### src/rtl/core/htc_pkg.sv
// Package: shared types, constants and opcodes for the Huffman tree codec.
`default_nettype none
package htc_pkg;
	localparam int MAX_LEAVES_DEF  = 8;
	localparam int WEIGHT_BITS_DEF = 16;
	localparam int CFG_W           = 4;
	localparam int SYM_W           = 8;
	localparam int CODE_W          = 7;
	localparam int LEN_W           = 3;
	localparam logic [CFG_W-1:0] LEAF_COUNT_RST = 4'd6;

	typedef enum logic [1:0] {
		OP_LOAD   = 2'd0,
		OP_ENCODE = 2'd1,
		OP_DECODE = 2'd2,
		OP_NONE   = 2'd3
	} op_t;

	typedef enum logic [3:0] {
		ST_IDLE,
		ST_BCLR,
		ST_BPICK_A,
		ST_BPICK_B,
		ST_BMERGE,
		ST_ESRCH,
		ST_EWALK,
		ST_DEC,
		ST_OUT
	} state_t;

	typedef struct packed {
		logic start;
		logic [1:0] mode;
	} scan_ctl_t;

	localparam logic [1:0] SCAN_MIN  = 2'd0;
	localparam logic [1:0] SCAN_SYM  = 2'd1;
endpackage
`default_nettype wire

### src/rtl/core/huffman_tree_codec_top.sv
// Top level: Huffman tree build, encode and decode with a one-node-per-cycle scan unit.
// Load: on the last leaf the tree build follows.
// Encode: symbol search over the leaves, then a walk from the leaf up to the root.
// Decode: one tree step per item. One item at a time; the scan unit sets the build and search time.
// Result sits in an output register; the next item is taken once it is transferred.
// Reset clears tree links, loaded count and ready flag; leaf_count resets to 6.
`default_nettype none
module huffman_tree_codec_top (
	input  wire         clk,
	input  wire         arst_n,
	input  wire         s_tvalid,
	output logic        s_tready,
	input  wire  [31:0] s_tdata,   // op[1:0], symbol[9:2], weight[25:10], bit_req[26]
	output logic        m_tvalid,
	input  wire         m_tready,
	output logic [23:0] m_tdata,   // code[6:0], code_length[9:7], out_symbol[17:10]
	output logic        m_tuser,   // kind
	input  wire         cfg_valid,
	output logic        cfg_ready,
	input  wire  [3:0]  cfg_data
);
	localparam int MAX_LEAVES  = htc_pkg::MAX_LEAVES_DEF;
	localparam int WEIGHT_BITS = htc_pkg::WEIGHT_BITS_DEF;
	localparam int NODES  = 2 * MAX_LEAVES - 1;
	localparam int NODE_W = $clog2(NODES + 1);
	localparam int LC_W   = $clog2(MAX_LEAVES + 1);
	localparam int LI_W   = $clog2(MAX_LEAVES);
	localparam int WB     = WEIGHT_BITS + $clog2(MAX_LEAVES) + 1;
	localparam logic [NODE_W-1:0] NONE = NODE_W'(NODES);

	logic [WB-1:0]     wt_q   [NODES];
	logic [NODE_W-1:0] par_q  [NODES];
	logic [NODE_W-1:0] lft_q  [NODES];
	logic [NODE_W-1:0] rgt_q  [NODES];
	logic [htc_pkg::SYM_W-1:0] sym_q [MAX_LEAVES];

	logic [htc_pkg::CFG_W-1:0] lc_q;
	logic [LC_W-1:0]   loaded_q, nb_q, eff;
	logic [NODE_W-1:0] cur_q, iter_q, a_q, c_q;
	logic              ready_q;
	logic [htc_pkg::SYM_W-1:0] isym_q;
	logic              ibit_q;
	logic [htc_pkg::CODE_W-1:0] code_q;
	logic [htc_pkg::LEN_W-1:0]  len_q;
	logic              res_q;

	htc_pkg::state_t st_q, st_d;
	htc_pkg::scan_ctl_t sctl;
	logic [NODE_W-1:0] s_idx, s_best, s_lim;
	logic s_done, s_found;
	logic [NODE_W-1:0] root;
	logic [NODE_W-1:0] nxt, par_c;
	logic              acc;
	htc_pkg::op_t      iop;

	wire [1:0]  f_op  = s_tdata[1:0];
	wire [7:0]  f_sym = s_tdata[9:2];
	wire [15:0] f_wt  = s_tdata[25:10];
	wire        f_bit = s_tdata[26];

	assign iop       = htc_pkg::op_t'(f_op);
	assign cfg_ready = 1'b1;
	assign s_tready  = (st_q == htc_pkg::ST_IDLE);
	assign acc       = s_tvalid && s_tready;

	always_comb begin
		if (lc_q < 4'd2) eff = LC_W'(2);
		else if (32'(lc_q) > MAX_LEAVES) eff = LC_W'(MAX_LEAVES);
		else eff = LC_W'(lc_q);
	end

	assign root  = NODE_W'(2 * 32'(nb_q) - 2);
	assign s_lim = (st_q == htc_pkg::ST_ESRCH) ? NODE_W'(nb_q) : iter_q;

	logic sidx_ok;
	logic [LI_W-1:0] sidx_l;
	assign sidx_ok = 32'(s_idx) < NODES;
	assign sidx_l  = s_idx[LI_W-1:0];

	htc_scan #(.NODE_W(NODE_W), .WB(WB)) u_scan (
		.clk    (clk),
		.arst_n (arst_n),
		.ctl    (sctl),
		.limit  (s_lim),
		.skip   (a_q),
		.skip_en(st_q == htc_pkg::ST_BPICK_B),
		.elig   (sidx_ok && par_q[sidx_ok ? s_idx : '0] == NONE),
		.wt     (wt_q[sidx_ok ? s_idx : '0]),
		.match  (32'(s_idx) < MAX_LEAVES && sym_q[sidx_l] == isym_q),
		.idx    (s_idx),
		.done   (s_done),
		.found  (s_found),
		.best   (s_best)
	);

	assign par_c = par_q[c_q];
	assign nxt   = ibit_q ? rgt_q[cur_q] : lft_q[cur_q];

	always_comb begin
		st_d = st_q;
		unique case (st_q)
			htc_pkg::ST_IDLE:
				if (acc) begin
					unique case (iop)
						htc_pkg::OP_LOAD:
							if ((ready_q ? LC_W'(1) : LC_W'(loaded_q + 1'b1)) >= eff)
								st_d = htc_pkg::ST_BCLR;
						htc_pkg::OP_ENCODE: if (ready_q) st_d = htc_pkg::ST_ESRCH;
						htc_pkg::OP_DECODE: if (ready_q) st_d = htc_pkg::ST_DEC;
						default: st_d = htc_pkg::ST_IDLE;
					endcase
				end
			htc_pkg::ST_BCLR:
				st_d = (iter_q >= NODE_W'(2 * 32'(nb_q) - 1)) ? htc_pkg::ST_IDLE
				                                              : htc_pkg::ST_BPICK_A;
			htc_pkg::ST_BPICK_A: if (s_done) st_d = htc_pkg::ST_BPICK_B;
			htc_pkg::ST_BPICK_B: if (s_done) st_d = htc_pkg::ST_BMERGE;
			htc_pkg::ST_BMERGE:
				st_d = (iter_q + 1'b1 >= NODE_W'(2 * 32'(nb_q) - 1)) ? htc_pkg::ST_IDLE
				                                                    : htc_pkg::ST_BPICK_A;
			htc_pkg::ST_ESRCH:
				if (s_done) st_d = s_found ? htc_pkg::ST_EWALK : htc_pkg::ST_IDLE;
			htc_pkg::ST_EWALK: if (par_c == NONE) st_d = htc_pkg::ST_OUT;
			htc_pkg::ST_DEC:
				st_d = (nxt != NONE && lft_q[nxt] == NONE) ? htc_pkg::ST_OUT
				                                           : htc_pkg::ST_IDLE;
			htc_pkg::ST_OUT: if (m_tready) st_d = htc_pkg::ST_IDLE;
			default: st_d = htc_pkg::ST_IDLE;
		endcase
	end

	always_comb begin
		sctl.start = 1'b0;
		sctl.mode  = htc_pkg::SCAN_MIN;
		if (st_q == htc_pkg::ST_BCLR && st_d == htc_pkg::ST_BPICK_A) sctl.start = 1'b1;
		if (st_q == htc_pkg::ST_BPICK_A && s_done) sctl.start = 1'b1;
		if (st_q == htc_pkg::ST_BMERGE && st_d == htc_pkg::ST_BPICK_A) sctl.start = 1'b1;
		if (st_q == htc_pkg::ST_IDLE && st_d == htc_pkg::ST_ESRCH) begin
			sctl.start = 1'b1;
			sctl.mode  = htc_pkg::SCAN_SYM;
		end
	end

	always_comb begin
		m_tvalid = (st_q == htc_pkg::ST_OUT);
		m_tuser  = res_q;
		m_tdata  = {6'd0, isym_q, len_q, code_q};
	end

	always_ff @(posedge clk or negedge arst_n) begin
		if (!arst_n) begin
			st_q     <= htc_pkg::ST_IDLE;
			lc_q     <= htc_pkg::LEAF_COUNT_RST;
			loaded_q <= '0;
			ready_q  <= 1'b0;
			nb_q     <= LC_W'(6 < MAX_LEAVES ? 6 : MAX_LEAVES);
			cur_q    <= NODE_W'(2 * (6 < MAX_LEAVES ? 6 : MAX_LEAVES) - 2);
			iter_q   <= '0;
			for (int i = 0; i < NODES; i++) begin
				par_q[i] <= NONE;
				lft_q[i] <= NONE;
				rgt_q[i] <= NONE;
			end
		end else begin
			st_q <= st_d;
			if (cfg_valid && cfg_ready) lc_q <= cfg_data;
			unique case (st_q)
				htc_pkg::ST_IDLE:
					if (acc && iop == htc_pkg::OP_LOAD) begin
						ready_q <= 1'b0;
						if (ready_q) loaded_q <= LC_W'(1);
						else if (32'(loaded_q) < MAX_LEAVES) loaded_q <= loaded_q + 1'b1;
						if (st_d == htc_pkg::ST_BCLR) begin
							nb_q   <= eff;
							iter_q <= '0;
						end
					end
				htc_pkg::ST_BCLR: begin
					for (int i = 0; i < NODES; i++) begin
						par_q[i] <= NONE;
						lft_q[i] <= NONE;
						rgt_q[i] <= NONE;
					end
					iter_q  <= NODE_W'(nb_q);
					ready_q <= 1'b1;
					cur_q   <= root;
					if (iter_q >= NODE_W'(2 * 32'(nb_q) - 1)) iter_q <= iter_q;
				end
				htc_pkg::ST_BMERGE: begin
					par_q[a_q]      <= iter_q;
					par_q[s_best]   <= iter_q;
					lft_q[iter_q]   <= a_q;
					rgt_q[iter_q]   <= s_best;
					iter_q          <= iter_q + 1'b1;
				end
				htc_pkg::ST_DEC:
					if (nxt != NONE && lft_q[nxt] != NONE) cur_q <= nxt;
					else cur_q <= root;
				default: ;
			endcase
		end
	end

	// payload
	always_ff @(posedge clk) begin
		unique case (st_q)
			htc_pkg::ST_IDLE:
				if (acc) begin
					isym_q <= f_sym;
					ibit_q <= f_bit;
					if (iop == htc_pkg::OP_LOAD) begin
						if (ready_q) begin
							sym_q[0] <= f_sym;
							wt_q[0]  <= WB'(f_wt);
						end else if (32'(loaded_q) < MAX_LEAVES) begin
							sym_q[loaded_q[LI_W-1:0]]              <= f_sym;
							wt_q[NODE_W'(loaded_q)]                <= WB'(f_wt);
						end
					end
				end
			htc_pkg::ST_BPICK_A: if (s_done) a_q <= s_best;
			htc_pkg::ST_BMERGE: wt_q[iter_q] <= wt_q[a_q] + wt_q[s_best];
			htc_pkg::ST_ESRCH: begin
				c_q    <= s_best;
				code_q <= '0;
				len_q  <= '0;
			end
			htc_pkg::ST_EWALK:
				if (par_c != NONE) begin
					if (lft_q[par_c] != c_q)
						code_q[len_q] <= 1'b1;
					len_q <= len_q + 1'b1;
					c_q   <= par_c;
				end
			htc_pkg::ST_DEC: begin
				res_q  <= 1'b1;
				code_q <= '0;
				len_q  <= '0;
				if (32'(nxt) < MAX_LEAVES) isym_q <= sym_q[nxt[LI_W-1:0]];
				else isym_q <= '0;
			end
			default: ;
		endcase
		if (st_q == htc_pkg::ST_ESRCH) res_q <= 1'b0;
	end
endmodule
`default_nettype wire

### src/rtl/core/htc_scan.sv
// Shared scan unit: steps one node per cycle for least-weight search or symbol match.
`default_nettype none
module htc_scan #(
	parameter int NODE_W = 5,
	parameter int WB     = 19
) (
	input  wire                       clk,
	input  wire                       arst_n,
	input  wire htc_pkg::scan_ctl_t   ctl,
	input  wire [NODE_W-1:0]          limit,
	input  wire [NODE_W-1:0]          skip,
	input  wire                       skip_en,
	input  wire                       elig,
	input  wire [WB-1:0]              wt,
	input  wire                       match,
	output logic [NODE_W-1:0]         idx,
	output logic                      done,
	output logic                      found,
	output logic [NODE_W-1:0]         best
);
	logic              busy_q;
	logic [NODE_W-1:0] idx_q;
	logic [NODE_W-1:0] best_q;
	logic [WB-1:0]     bw_q;
	logic              fnd_q;
	logic [1:0]        mode_q;
	logic              take;

	assign idx   = idx_q;
	assign best  = best_q;
	assign found = fnd_q;
	assign done  = busy_q && (idx_q == limit);

	always_comb begin
		take = 1'b0;
		if (mode_q == htc_pkg::SCAN_MIN)
			take = elig && !(skip_en && idx_q == skip) && (!fnd_q || wt < bw_q);
		else
			take = match && !fnd_q;
	end

	always_ff @(posedge clk or negedge arst_n) begin
		if (!arst_n) begin
			busy_q <= 1'b0;
			idx_q  <= '0;
			fnd_q  <= 1'b0;
			mode_q <= htc_pkg::SCAN_MIN;
		end else if (ctl.start) begin
			busy_q <= 1'b1;
			idx_q  <= '0;
			fnd_q  <= 1'b0;
			mode_q <= ctl.mode;
		end else if (busy_q) begin
			if (idx_q == limit) begin
				busy_q <= 1'b0;
			end else begin
				idx_q <= idx_q + 1'b1;
				if (take) fnd_q <= 1'b1;
			end
		end
	end

	always_ff @(posedge clk) begin
		if (busy_q && idx_q != limit && take) begin
			best_q <= idx_q;
			bw_q   <= wt;
		end
	end
endmodule
`default_nettype wire
### config.mk
export PLATFORM = sky130hd
export DESIGN_NAME = huffman_tree_codec_top
export DESIGN_NICKNAME = d
export VERILOG_FILES = /design/src/rtl/core/htc_pkg.sv /design/src/rtl/core/huffman_tree_codec_top.sv /design/src/rtl/core/htc_scan.sv
export SDC_FILE = /design/constraint.sdc
export NUM_CORES = 1
export LEC_CHECK = 0
export BUFFER_PORTS_ARGS = -buffer_cell sky130_fd_sc_hd__buf_4
export CAP_MARGIN = 20
export CORE_AREA = 4 4 307 309
export DETAILED_ROUTE_END_ITERATION = 10
export DIE_AREA = 0 0 311 313
export SYNTH_ARGS = -nofsm -noshare
export SYNTH_HDL_FRONTEND = slang
export SYNTH_HIERARCHICAL = 1
export SYNTH_SLANG_ARGS = --single-unit
### constraint.sdc
create_clock -name clk -period 10 [get_ports clk]
set_input_delay 1 -clock clk [delete_from_list [all_inputs] [get_ports clk]]
set_output_delay 1 -clock clk [all_outputs]
set_load 0.01 [all_outputs]
-- Yosys cells after proc, flatten, opt, wreduce, memory -nomap -nowiden
Memories as Yosys holds them, arrays and structs flattened. A register that Yosys moved wholly into a read port is not among the register bits.
Cells that the tools add are included.
- bitwise gates (word level): 9
- $lt $le $gt $ge: 23
- reduce and logical (&&, ||, !) cells: 53
- muxes and demuxes: 113
- add/subtract/negate cells: 7
- equality and inequality tests: 31
- operator list (cell ; number):
    case mux 60 bit (2 select lines) ; 3
    bitwise mux 60 bit ; 4
    two-way mux 4 bit ; 45
    binary-select mux 4 bit (select 4 bit) ; 6
    demux 4 bit (select 4 bit) ; 3
    >= comparator 5 bit (second input constant) ; 8
    two-way mux 20 bit ; 2
    NOT 4 -> 5 bit ; 8
    OR reduction 20 bit ; 2
    case mux 4 bit (9 select lines) ; 1
    two-way mux 1 bit ; 29
    two-way mux 8 bit ; 3
    case mux 4 bit (3 select lines) ; 2
    logical AND 1 bit ; 21
    adder 20 bit ; 1
    == test 4 x 3 -> 1 bit (second input constant) ; 5
    less-than comparator 20 bit ; 1
    nonzero test 2 bit ; 9
    == test 4 bit (second input constant) ; 4
    less-than comparator 4 bit (second input constant) ; 4
    case mux 4 bit (2 select lines) ; 2
    case mux 8 bit (2 select lines) ; 1
    less-than comparator 5 x 1 -> 1 bit (second input constant) ; 3
    two-way mux 7 bit ; 2
    36 further kinds ; 67
- memories kept: 2
- bits of input ports: 41
- bits in writable memories: 364
- output and inout bits: 28
- word-level logic and storage cells: 303
- register bits after elaboration: 265
- memories (memory ; words ; width ; rd ports ; clocked after memory_dff ; wr ports ; RTL line ; source):
    wt_q ; 15 ; 20 ; 3 ; 2 ; 1 ; huffman_tree_codec_top.sv:31 ; logic [WB-1:0] wt_q [NODES];
    sym_q ; 8 ; 8 ; 2 ; 0 ; 1 ; huffman_tree_codec_top.sv:35 ; logic [htc_pkg::SYM_W-1:0] sym_q [MAX_LEAVES];

-- Logic depth before layout (Yosys ltp)
- depth after elaboration: 21
- gate-level depth with buffers: 19
- gate-level depth less buffers: 15

-- By module
The synthesis kept the hierarchy.
- by module, submodules not included (module ; cells an instance ; sequential area each (um^2) ; instances ; area an instance (um^2)):
    huffman_tree_codec_top ; 2816 ; 17204.0 ; 1 ; 34605.7
    htc_scan ; 139 ; 920.9 ; 1 ; 1680.4

-- Worst setup path before layout
OpenSTA, ideal clock, no wires.
- path type: register to register
- start point: register with a tool-made name
- end point: memory wt_q[0][15] in the netlist's numbering (data pin)
- stages on the path, launching flop included: 16
- data arrival time: 5126 ps
- setup slack: 4551 ps
- period minus slack after synthesis: 5449 ps
- setup time: 323 ps
- path buffers: 3
- required time: 9677 ps
- cells stage by stage: dfxtp_1 > clkbuf_1 > clkbuf_1 > buf_1 > mux4_2 > mux4_2 > ha_1 > a21o_1 > a21oi_1 > nand2b_1 > a2111oi_0 > or4_1 > a31o_2 > a21oi_1 > xor2_1 > o21ai_0
- RTL lines (element ; RTL line):
    end, declared ; huffman_tree_codec_top.sv:31

==> impl_metrics.json <==
{
  "finalSetupViolations": 0,
  "finalSetupTns_ns": 0,
  "p_per_area_mw_per_mm2": 285,
  "muxShareOfSynthArea_pct": 22.7,
  "antenna_left": 0,
  "grt_usage_pct": 22.2,
  "grt_antenna_before_repair": 0,
  "cts_buffers": 73,
  "drv_slew": 0,
  "cts-root-buf": "clkbuf_16",
  "ys.flop_type": "edfxtp_1",
  "max_freq_mhz": 157,
  "seq_area_frac_synth_pct": 50.0,
  "synth_top_family_by_area": "multiplexers",
  "yosys.area_share.simple_pct": 10.6,
  "cts_resized": 0,
  "slew_headroom_pct": 21.0,
  "r2r_slack_ns": 3.63,
  "synth_compound_area_share_pct": 10.6,
  "r2r_cells": 12,
  "dieArea_mm2": 0.0973,
  "ys_types": 84,
  "dieHeight_um": 313,
  "yosysTopAreaCellShare_pct": 34.3,
  "cp.required_ns": 10.31,
  "first_pass_iters": 8,
  "status": "complete, no violations",
  "viasPerCell": 6.23,
  "finalHoldViolCount": 0,
  "timing.rr.end": "wt_q[0][19]$_DFFE_PP_",
  "synthesis.instances": 2955,
  "grt_pass1_vias": 26900,
  "synth_edf_count": 415,
  "wl_per_cell_um": 26.2,
  "critical_path_buf_inv_count": 2,
  "cp_data_arrival_time_ns": 6.68,
  "ys_warn_count": 6,
  "core_mm2": 0.0914,
  "min_path_type": "input pin to asynchronous set/reset pin",
  "layout-drive-gt1-share_pct": 24.8,
  "post-route-min-period_ns": 6.37,
  "cp-startpoint": "u_scan/best[0]$_DFFE_PP_",
  "startpoint_type": "register",
  "place_inst": 4061,
  "wl_met3_um": 7610,
  "max_cap_viol_count": 0,
  "final_cell_count_no_fill": 4201,
  "crit_fanout": 42,
  "rows": 111,
  "design_area_mm2": 0.0405,
  "ir_drop_v": 0.000168,
  "placed_area_mm2": 0.0381,
  "path_delay_family": "compound AO/OA/AOI/OAI gates",
  "grt_pass1_wl_um": 167000,
  "fin_crit_sh_pct": 63.7,
  "final_nets": 3056,
  "ys_ff_latch": 633,
  "ios": 69,
  "port_buffers": 56,
  "cts_setup_buffers": 0,
  "start_util_pct": 39.7,
  "postCtsHoldBufs": 0,
  "worst_path_max_delay_cell": "a2111oi_1",
  "netlist_area_mm2": 0.0363,
  "ys_async_sr_fraction_pct": 33.6,
  "clock_path_buffers": 3,
  "synth_fa_ha_area_share_pct": 2.01,
  "syn_to_final_growth_pct": 11.6,
  "syn_avg_cell_area_um2": 12.3,
  "p_leak_nw": 14.6,
  "routed.top_layer": "met4",
  "die_w_um": 311,
  "drc": 0,
  "synth_xor_area_share_pct": 0.962,
  "cts.sinks": 633,
  "cts_max_level": 3,
  "fin_util_pct": 44.3,
  "cp_cell_sequence": "buf_4 -> buf_4 -> mux4_2 -> mux4_2 -> ha_1 -> nand3_1 -> a2111oi_1 -> or4_1 -> a31o_2 -> nor2_1 -> or3_1 -> a21oi_1",
  "rr_startpoint": "u_scan/best[0]$_DFFE_PP_",
  "yosys.cell_count.top_type": "edfxtp_1",
  "drt-met1-wl_um": 44300,
  "crit_cells": 12,
  "drtIter0Drc": 2523,
  "grt_max_degree": 92,
  "hold_ws_ns": 0.369,
  "skew_ns": 0.0329,
  "num_antenna_cells": 0,
  "crit_end": "wt_q[0][19]$_DFFE_PP_",
  "clk_latency_ns": 0.65,
  "cts_tree": "yes",
  "path_class": "register to register",
  "routed_wl_um": 110000,
  "gp_congestion": 0.892,
  "clkTransAtPathRegs_ns": 0.06,
  "synthTopCellsByArea": "edfxtp_1, mux4_2, dfstp_2",
  "grt.overflow.total": 0,
  "synthTopCellsByCount": "edfxtp_1, nand2_1, mux2i_1",
  "rsz0062_at_grt": "no",
  "yosys.area.top_type": "edfxtp_1",
  "cp-end-kind": "register",
  "vias": 26200,
  "critical_path.max_stage_delay_ns": 0.84,
  "tightest_slew_ns": 1.19,
  "post-dp-hpwl_um": 68700,
  "wl_met2_um": 53300
}
## kinds of logic (layout without fill, tap and decap cells)
logic type / count (synthesis) / after routing
AO/OA/AOI/OAI: 579 / 579
other: 2 / 8
AND/OR/NAND/NOR: 833 / 833
multiplexers: 528 / 528
XOR/XNOR: 39 / 39
buffers and inverters: 284 / 338
adder cells (fa/ha/maj): 57 / 57
flip-flops: 633 / 633
## layer usage
metal / vias up / GRT usage (%)
met3: 282 / 3.60
met2: 1172 / 37.4
met1: 13300 / 28.5
li1: 11400 / -
met5: - / 0
met4: 0 / 9.80
## area by class of cell
| cell class | instances | area (um2) |
|---|---|---|
| Clock buffer | 96 | 1940 |
| Inverter | 60 | 225 |
| Timing Repair Buffer | 146 | 1120 |
| Multi-Input combinational cell | 2044 | 17200 |
| Tap cell | 1186 | 1480 |
| Sequential cell | 633 | 18100 |
| Clock inverter | 36 | 393 |
| Fill cell | 8209 | 50900 |
## where the power goes
group,total [mW],internal (mW),switching [mW]
registers,4.10,3.51,0.587
logic,4.79,2.04,2.75
clock network,2.63,1.51,1.11
total,11.5,7.07,4.45
## worst min path at each step
stage,to,startpoint,cells past startpoint,slack [ns]
finish,st_q[1]$_DFF_PN0_,arst_n,1,0.37
global route,st_q[1]$_DFF_PN0_,arst_n,1,0.38
CTS,st_q[1]$_DFF_PN0_,arst_n,1,0.34
detailed placement,m_tuser$_SDFFE_PP0P_,m_tuser$_SDFFE_PP0P_,2,0.44
global placement,m_tuser$_SDFFE_PP0P_,m_tuser$_SDFFE_PP0P_,2,0.44
floorplan,a_q[0]$_DFFE_PP_,u_scan/best[0]$_DFFE_PP_,0,0.42
## stage by stage
stage / power, mW / setup slack, ns
floorplan: 7.21 / 4.55
global placement: 8.72 / 3.56
detailed placement: 8.86 / 3.54
CTS: 11.5 / 3.52
global route: 12.1 / 3.34
finish: 11.5 / 3.63
## sequential cells by signal, indices dropped and copies added (netlist names), 2 cells and up, named ones only
| signal | cells |
|---|---|
| u_scan/bw_q | 20 |
| code_q | 7 |
| sym_q | 64 |
| c_q | 4 |
| loaded_q | 4 |
| a_q | 4 |
| len_q | 3 |
| u_scan/mode_q | 2 |
| cur_q | 4 |
| iter_q | 4 |
| lft_q | 60 |
| nb_q | 4 |
| u_scan/best | 4 |
| wt_q | 300 |
| isym_q | 8 |
| st_q | 4 |
| rgt_q | 60 |
| u_scan/idx | 4 |
| lc_q | 4 |
| par_q | 60 |
## placed cells by master, fill, tap and decap left out, types with 13 or more instances in the layout
| cell | n |
|---|---|
| nor2_1 | 122 |
| a21oi_1 | 73 |
| dfrtp_1 | 24 |
| o211ai_1 | 61 |
| nand2_1 | 366 |
| nand2b_1 | 23 |
| inv_1 | 60 |
| a31oi_1 | 13 |
| and3_1 | 15 |
| nor3_1 | 18 |
| edfxtp_1 | 415 |
| nand4_1 | 48 |
| and2_1 | 16 |
| clkinv_2 | 14 |
| mux2_2 | 34 |
| ha_1 | 55 |
| o32a_1 | 23 |
| mux4_2 | 232 |
| mux2i_1 | 261 |
| clkbuf_16 | 74 |
| nor2b_1 | 52 |
| xor2_1 | 26 |
| dfstp_2 | 186 |
| o221ai_1 | 24 |
| o21a_1 | 27 |
| o21ai_0 | 214 |
| o22a_1 | 24 |
| buf_4 | 138 |
| nand3_1 | 112 |
| a211oi_1 | 14 |
| clkbuf_1 | 21 |
Power figures use the tool's default switching activity.
